### config.mk
export PLATFORM = sky130hd
export DESIGN_NAME = lcr_ctrl
export DESIGN_NICKNAME = d
export VERILOG_FILES = /design/src/hw/rtl/lcr_pkg.sv /design/src/hw/rtl/lcr_ctrl.sv
export VERILOG_INCLUDE_DIRS = /design/src /design/src/hw/rtl
export SDC_FILE = /design/constraint.sdc
export NUM_CORES = 1
export LEC_CHECK = 0
export BUFFER_PORTS_ARGS = -buffer_cell sky130_fd_sc_hd__buf_2
export CAP_MARGIN = 30
export CORE_AREA = 3 3 40 42
export DETAILED_ROUTE_END_ITERATION = 8
export DIE_AREA = 0 0 43 45
export GPL_TIMING_DRIVEN = 0
export PLACE_DENSITY = 0.37
export SLEW_MARGIN = 20
export SYNTH_ARGS = -nofsm -noshare
export SYNTH_HDL_FRONTEND = slang
export SYNTH_SLANG_ARGS = --single-unit
export TNS_END_PERCENT = 10
### constraint.sdc
create_clock -name clock -period 1.09 [get_ports clock]
set_input_delay 0.109 -clock clock [delete_from_list [all_inputs] [get_ports clock]]
set_output_delay 0.109 -clock clock [all_outputs]
set_load 0.02 [all_outputs]
### src/hw/rtl/lru_cache_replacement_defines.svh
// ----------------------------------------------------------------------------
// LRU cache replacement: assertion macros
// Shared assertion macros for the modules of the replacement block.
// ----------------------------------------------------------------------------
`ifndef LRU_CACHE_REPLACEMENT_DEFINES_SVH
`define LRU_CACHE_REPLACEMENT_DEFINES_SVH

// Plain property, checked at every rising edge outside reset.
`define LCR_ASSERT(label, clk, rst, prop, msg) \
   label: assert property (@(posedge clk) disable iff (rst) (prop)) else $error(msg);

// Next-cycle implication, checked outside reset.
`define LCR_ASSERT_NEXT(label, clk, rst, ante, cons, msg) \
   label: assert property (@(posedge clk) disable iff (rst) (ante) |=> (cons)) else $error(msg);

`endif

### src/hw/rtl/lcr_pkg.sv
// ----------------------------------------------------------------------------
// LRU cache replacement package
// Types and constants shared by the modules of the replacement block.
// ----------------------------------------------------------------------------
`default_nettype none

package lcr_pkg;

   localparam int LCR_ENTRIES   = 64;
   localparam int KEY_W         = 64;
   localparam int CAP_W         = 7;
   localparam int CSR_DATA_W    = 32;
   localparam int CSR_ADDR_W    = 3;

   localparam logic [CAP_W-1:0] CAP_RESET = 7'd64;

   // Register index taken from the word address.
   localparam logic CSR_IDX_CAPACITY = 1'b0;

   localparam logic CMD_ACCESS = 1'b0;
   localparam logic CMD_REMOVE = 1'b1;

   typedef struct packed {
      logic             command;
      logic [KEY_W-1:0] key;
   } lcr_req_type;

   typedef struct packed {
      logic             hit;
      logic             evicted_valid;
      logic [KEY_W-1:0] victim_key;
      logic             remove_error;
   } lcr_rsp_type;

   // Commands from the controller to the datapath.
   typedef struct packed {
      logic capture;
      logic lookup;
      logic update;
   } lcr_ctrl_type;

endpackage

`default_nettype wire

### src/hw/rtl/lcr_ctrl.sv
// ----------------------------------------------------------------------------
// LRU cache replacement: controller
// Sequences each request through a lookup and an update cycle.
// ----------------------------------------------------------------------------
`default_nettype none

`include "lru_cache_replacement_defines.svh"

module lcr_ctrl
   import lcr_pkg::*;
(
   input  wire logic         clock,
   input  wire logic         reset,
   input  wire logic         start,
   output logic              busy,
   output lcr_ctrl_type      cmd,
   output logic              rsp_valid
);

   localparam logic [1:0] ST_IDLE   = 2'd0;
   localparam logic [1:0] ST_LOOKUP = 2'd1;
   localparam logic [1:0] ST_UPDATE = 2'd2;

   logic [1:0] state_ff, state_in;
   logic       rsp_valid_ff, rsp_valid_in;
   logic       accept;

   assign busy   = (state_ff == ST_LOOKUP);
   assign accept = start && !busy;

   always_comb begin
      state_in = state_ff;
      unique case (state_ff)
         ST_IDLE: begin
            if (accept) state_in = ST_LOOKUP;
         end
         ST_LOOKUP: begin
            state_in = ST_UPDATE;
         end
         ST_UPDATE: begin
            state_in = accept ? ST_LOOKUP : ST_IDLE;
         end
         default: begin
            state_in = ST_IDLE;
         end
      endcase
   end

   assign rsp_valid_in = (state_ff == ST_UPDATE);

   always_ff @(posedge clock) begin
      if (reset) begin
         state_ff     <= ST_IDLE;
         rsp_valid_ff <= 1'b0;
      end else begin
         state_ff     <= state_in;
         rsp_valid_ff <= rsp_valid_in;
      end
   end

   assign cmd.capture = accept;
   assign cmd.lookup  = (state_ff == ST_LOOKUP);
   assign cmd.update  = (state_ff == ST_UPDATE);
   assign rsp_valid   = rsp_valid_ff;

   `LCR_ASSERT_NEXT(a_lookup_then_update, clock, reset, state_ff == ST_LOOKUP, state_ff == ST_UPDATE, "lookup not followed by update")
   `LCR_ASSERT_NEXT(a_update_gives_word, clock, reset, state_ff == ST_UPDATE, rsp_valid_ff, "update produced no result word")
   `LCR_ASSERT(a_no_accept_in_lookup, clock, reset, !(cmd.capture && cmd.lookup), "request taken during lookup")

endmodule

`default_nettype wire

==> results of run 1 <==
## per-layer routing
metal  vias up  track usage  part of all wire
li1         56            -                 -
met1        52       0.0410              0.43
met2        11       0.0509              0.34
met3         0       0.0717              0.22
met4         0       0.0361                 0
met5         -            0                 0
## state kept, by name, summed over array words and instances, names as in the netlist
name       cells
rsp_valid      1
state_ff       2
## worst min path at each step
stage | startpoint | to | slack, ns | cells after the start
final | reset | state_ff[1]$_SDFFE_PP0P_ | 0.07 | 2
after global placement | reset | state_ff[1]$_SDFFE_PP0P_ | 0.30 | 2
after detailed placement | reset | state_ff[1]$_SDFFE_PP0P_ | 0.31 | 2
after CTS | reset | state_ff[1]$_SDFFE_PP0P_ | 0.06 | 2
after global routing | reset | state_ff[1]$_SDFFE_PP0P_ | 0.04 | 2
after floorplan | reset | state_ff[1]$_SDFFE_PP0P_ | 0.18 | 1
## power breakdown
group | leakage [nW] | internal [mW] | switching, mW
sequential | 0.0256 | 0.114 | 0.00358
combinational | 0.0718 | 0.0306 | 0.0251
clock | 0.0150 | 0.137 | 0.0531
## layout make-up
cell class                 count  area (sq um)
fill                         152          1050
inverter                       1          3.75
multi-input combinational      6          50.0
tap                           15          18.8
sequential                     3          65.1
clock buffer                   4          26.3
timing repair buffer           9          68.8
## critical path: cells and delay by family, from the launching register on
| family | cells | cell delay [ns] |
|---|---|---|
| flip-flops | 1 | 0.31 |
| AND/OR/NAND/NOR | 2 | 0.28 |
| buffers and inverters | 1 | 0.12 |
## cell usage in the layout, fill, tap and decap left out
cell type  Yosys  routed
buf_2          0       4
clkbuf_4       0       3
buf_6          0       3
nor3b_1        2       2
buf_4          3       2
nand2b_4       0       1
inv_2          0       1
and2_4         0       1
and2b_2        1       1
nor2_1         1       1
clkbuf_1       0       1
dfxtp_1        3       1
dfxtp_4        0       1
dfxtp_2        0       1
## per-stage QoR
| step | instance area [sq um] | util | setup slack [ns] | total power [mW] |
|---|---|---|---|---|
| finish | 233 | 0.181 | 0.0422 | 0.364 |
| global placement | 180 | 0.140 | 0.107 | 0.162 |
| detailed placement | 180 | 0.140 | 0.0979 | 0.163 |
| floorplan | 126 | - | 0.205 | 0.148 |
| CTS | 244 | 0.190 | -0.0461 | 0.378 |
| global route | 233 | 0.181 | -0.0100 | 0.409 |
## timing repair
action	in CTS	in global routing
endpoints found under the hold margin	0	0
buffers inserted	1	1
endpoints found under the setup margin	3	3
pin swaps	1	0
gates resized for setup	12	1
## cells by family after synthesis
group | count (synthesis) | synth area share
buffers and inverters | 4 | 0.208
DFF | 3 | 0.475
and+or+nand+nor | 6 | 0.317
==> metrics.yaml, run 1 <==
ys_warn_count: 0
port-buffer-count: 7
core_area_sq_um: 1280
overflow: 0
r2r_cells: 2
cts-root-buf: "clkbuf_4"
postSynth.asyncResetShare: 0
vias: 119
hp-class: "in -> reg"
yosysUniqueCellTypes: 8
cts_made_buffers: 3
n_antenna_cell: 0
fin_cells: 38
worst_pin_slew_ns: 0.151
cp_max_fo: 3
drive_gt1_frac: 0.783
cts_max_level: 1
numClockSinks: 3
die_y_um: 45
cp.arrival_ns: 0.94
syn_nets: 16
cp-end-kind: "output port"
vias_per_cell: 3.13
netlist_instances: 13
die_w_um: 43
grt_first_pass_wirelength_um: 545
grt_max_degree: 4
rows: 13
cts_buffer_depth: 2
ant_nets: 0
fin_crit_sh: 0.961
dp.cells: 35
synth_common_cells: "buf_4 (3), dfxtp_1 (3), nor3b_1 (2)"
slowest_delay_ns: 0.31
hold_buffers: 0
maxSlewHeadroom: 0.899
tns_ns: 0
required_ns: 0.98
clock_latency_ns: 0.23
synth_top_area_share: 0.475
gp_congestion: 0.685
skew_ns: 0.000244
num_io_pins: 8
rsz0062_at_grt: "true"
antenna_found_initial: 0
grt_use_total: 0.0483
cp-startpoint: "state_ff[1]$_SDFFE_PP0P_"
worstPathCellList: "nand2b_4 > and2_4 > buf_6"
endpoint: "cmd[2]"
drt_pass1_iterations: 2
yosysSeqAreaShare: 0.475
power.leakage_nw: 0.112
avgSynthCellArea_sq_um: 9.72
finalCriticalPeriod_ns: 1.05
drtIter0Drc: 1
wire_per_inst_um: 7.95
ys.flop_type: "dfxtp_1"
wl_um: 302
initial_core_util: 0.0983
cpMaxStageDelayCell: "dfxtp_2"
hold_ws_ns: 0.0663
worstSetupPathType: "reg -> out"
clkTransAtPathRegs_ns: 0.04
rr_startpoint: "state_ff[0]$_SDFFE_PP0P_"
r2r_setup_slack_ns: 0.36
irDropWorstVdd_v: 0.000427
setup_violations: 0
maxSlewViolCount: 0
max_freq_ghz: 0.954
final_nets: 27
die_area_sq_um: 1940
p_per_area_nw_per_um2: 1560
worstSetupStartpointType: "flop"
syn_area_sq_um: 126
synth-edff-count: 0
synth_top_cell_by_area: "dfxtp_1"
yosys_register_bits: 3
cts_tree: "yes"
status: "finished clean"
r2r-end: "rsp_valid$_SDFF_PP0_"
synth_area_leaders: "dfxtp_1 (48%), buf_4 (18%), nor3b_1 (12%), and2b_2 (6.9%), and2_1 (5.0%)"
route.detailed.drc: 0
grt_pass1_vias: 133
hold_viol_final: 0
area_growth_pct: 84.2
cap_viol_max_count: 0
Power figures use the tool's default switching activity.
==> run 2: changes to the inputs <==
--- a/config.mk
+++ b/config.mk
@@ -13,6 +13,7 @@
 export DIE_AREA = 0 0 43 45
 export GPL_TIMING_DRIVEN = 0
 export PLACE_DENSITY = 0.37
+export RECOVER_POWER = 50
 export SLEW_MARGIN = 20
 export SYNTH_ARGS = -nofsm -noshare
 export SYNTH_HDL_FRONTEND = slang
==> constraint.sdc (replaced) <==
create_clock -name clock -period 1.09 [get_ports clock]
set_input_delay 0.2725 -clock clock [delete_from_list [all_inputs] [get_ports clock]]
set_output_delay 0.2725 -clock clock [all_outputs]
set_load 0.02 [all_outputs]
==> metrics.yaml, run 2 (synthesis results as in run 1) <==
timing.final.ws_setup_ns: -0.121
vias_per_cell: 3.13
hp-class: "in -> reg"
maxSlewHeadroom: 0.899
cts_tree: "yes"
n_antenna_cell: 0
hold_ws_ns: 0.230
place_ws_ns: -0.0656
worstSetupPathType: "reg -> out"
rows: 13
top_register: "state_ff"
cp_max_fo: 3
skew_ns: 0.000244
fin_crit_sh: 1.11
clkTransAtPathRegs_ns: 0.04
largest_reg_flops: 2
grt_pass1_vias: 124
core_area_sq_um: 1280
gp_congestion: 0.685
cts_max_level: 1
power.leakage_nw: 0.119
final_common_cell: "buf_6"
rsz0062_at_grt: "true"
maxSlewViolCount: 0
wire_per_inst_um: 7.67
cts-root-buf: "clkbuf_4"
drive_gt1_frac: 0.792
violations: "negative setup slack"
vias: 122
initial_core_util: 0.0983
cp.arrival_ns: 0.94
grt_first_pass_wirelength_um: 496
p_per_area_nw_per_um2: 1500
dp.cells: 35
antenna_found_initial: 0
r2r_setup_slack_ns: 0.36
cts_made_buffers: 3
status: "finished, violations left"
drtIter0Drc: 1
irDropWorstVdd_v: 0.000434
holdPathStages: 2
design_area_sq_um: 246
setup_violations: 4
drt_pass1_iterations: 2
r2r_cells: 2
die_y_um: 45
route.detailed.drc: 0
fin_cells: 39
required_ns: 0.82
mostFrequentLayoutCells: "buf_6 (4), clkbuf_4 (3), buf_2 (3), buf_4 (3), nor3b_1 (2)"
num_io_pins: 8
cts_buffer_depth: 2
die_w_um: 43
finalPower_uw: 369
finalCriticalPeriod_ns: 1.21
grt_max_degree: 4
worstSetupStartpointType: "flop"
area_growth_pct: 95.0
overflow: 0
numClockSinks: 3
cp-end-kind: "output port"
wl_um: 299
port-buffer-count: 7
cap_viol_max_count: 0
die_area_sq_um: 1940
place_area_sq_um: 180
grt_use_total: 0.0458
ant_nets: 0
clock_latency_ns: 0.23
worst_pin_slew_ns: 0.151
final_nets: 28
hold_viol_final: 0
max_freq_ghz: 0.826
-- run 2: cell count changes in the layout (fill, tap and decap cells not counted) --
| cell | before | now |
|---|---|---|
| buf_2 | 4 | 3 |
| buf_4 | 2 | 3 |
| buf_6 | 3 | 4 |
-- run 2: worst max-delay path: stages, from the launching register on --
cell,delay [ns]
dfxtp_2,0.31
nand2b_4,0.14
and2_4,0.14
buf_6,0.12
-- run 2: metrics by stage --
step / utilization / TNS [ns]
floorplan: - / 0
global placement: 0.140 / -0.0571
detailed placement: 0.140 / -0.0842
CTS: 0.186 / -0.448
global route: 0.192 / -0.631
finish: 0.192 / -0.408
-- run 2: layer usage --
layer  share of wire  GRT usage  wire (um)
met4               0     0.0361          0
met5               0          0          0
met2            0.34     0.0449        103
met3            0.23     0.0717         70
met1            0.41     0.0386        124
-- run 2: cell type report --
class / count / area, sq um
multi-input combinational: 6 / 50.0
fill: 151 / 1040
timing repair buffer: 9 / 71.3
inverter: 1 / 3.75
sequential: 3 / 65.1
clock buffer: 4 / 26.3
tap: 15 / 18.8
buffer: 1 / 11.3
-- run 2: power breakdown --
group          switching, mW  internal [mW]  total (mW)
registers            0.00358          0.114       0.118
logic                 0.0259         0.0355      0.0614
clock network         0.0531          0.137       0.190
total                 0.0827          0.287       0.369
-- run 2: final timing paths --
kind	start	endpoint
worst max-delay path	state_ff[1]$_SDFFE_PP0P_	cmd[2]
worst min-delay path	reset	state_ff[1]$_SDFFE_PP0P_
worst min register to register	state_ff[1]$_SDFFE_PP0P_	rsp_valid$_SDFF_PP0_
worst max register to register	state_ff[0]$_SDFFE_PP0P_	rsp_valid$_SDFF_PP0_
-- run 2: repair_timing --
| action | CTS | global route |
|---|---|---|
| gates resized for setup | 14 | 0 |
| pin swaps | 1 | 0 |
| cloned | 0 | 0 |
| hold buffers | 0 | 0 |
| setup buffers | 1 | 1 |
| endpoints found under the setup margin | 4 | 4 |
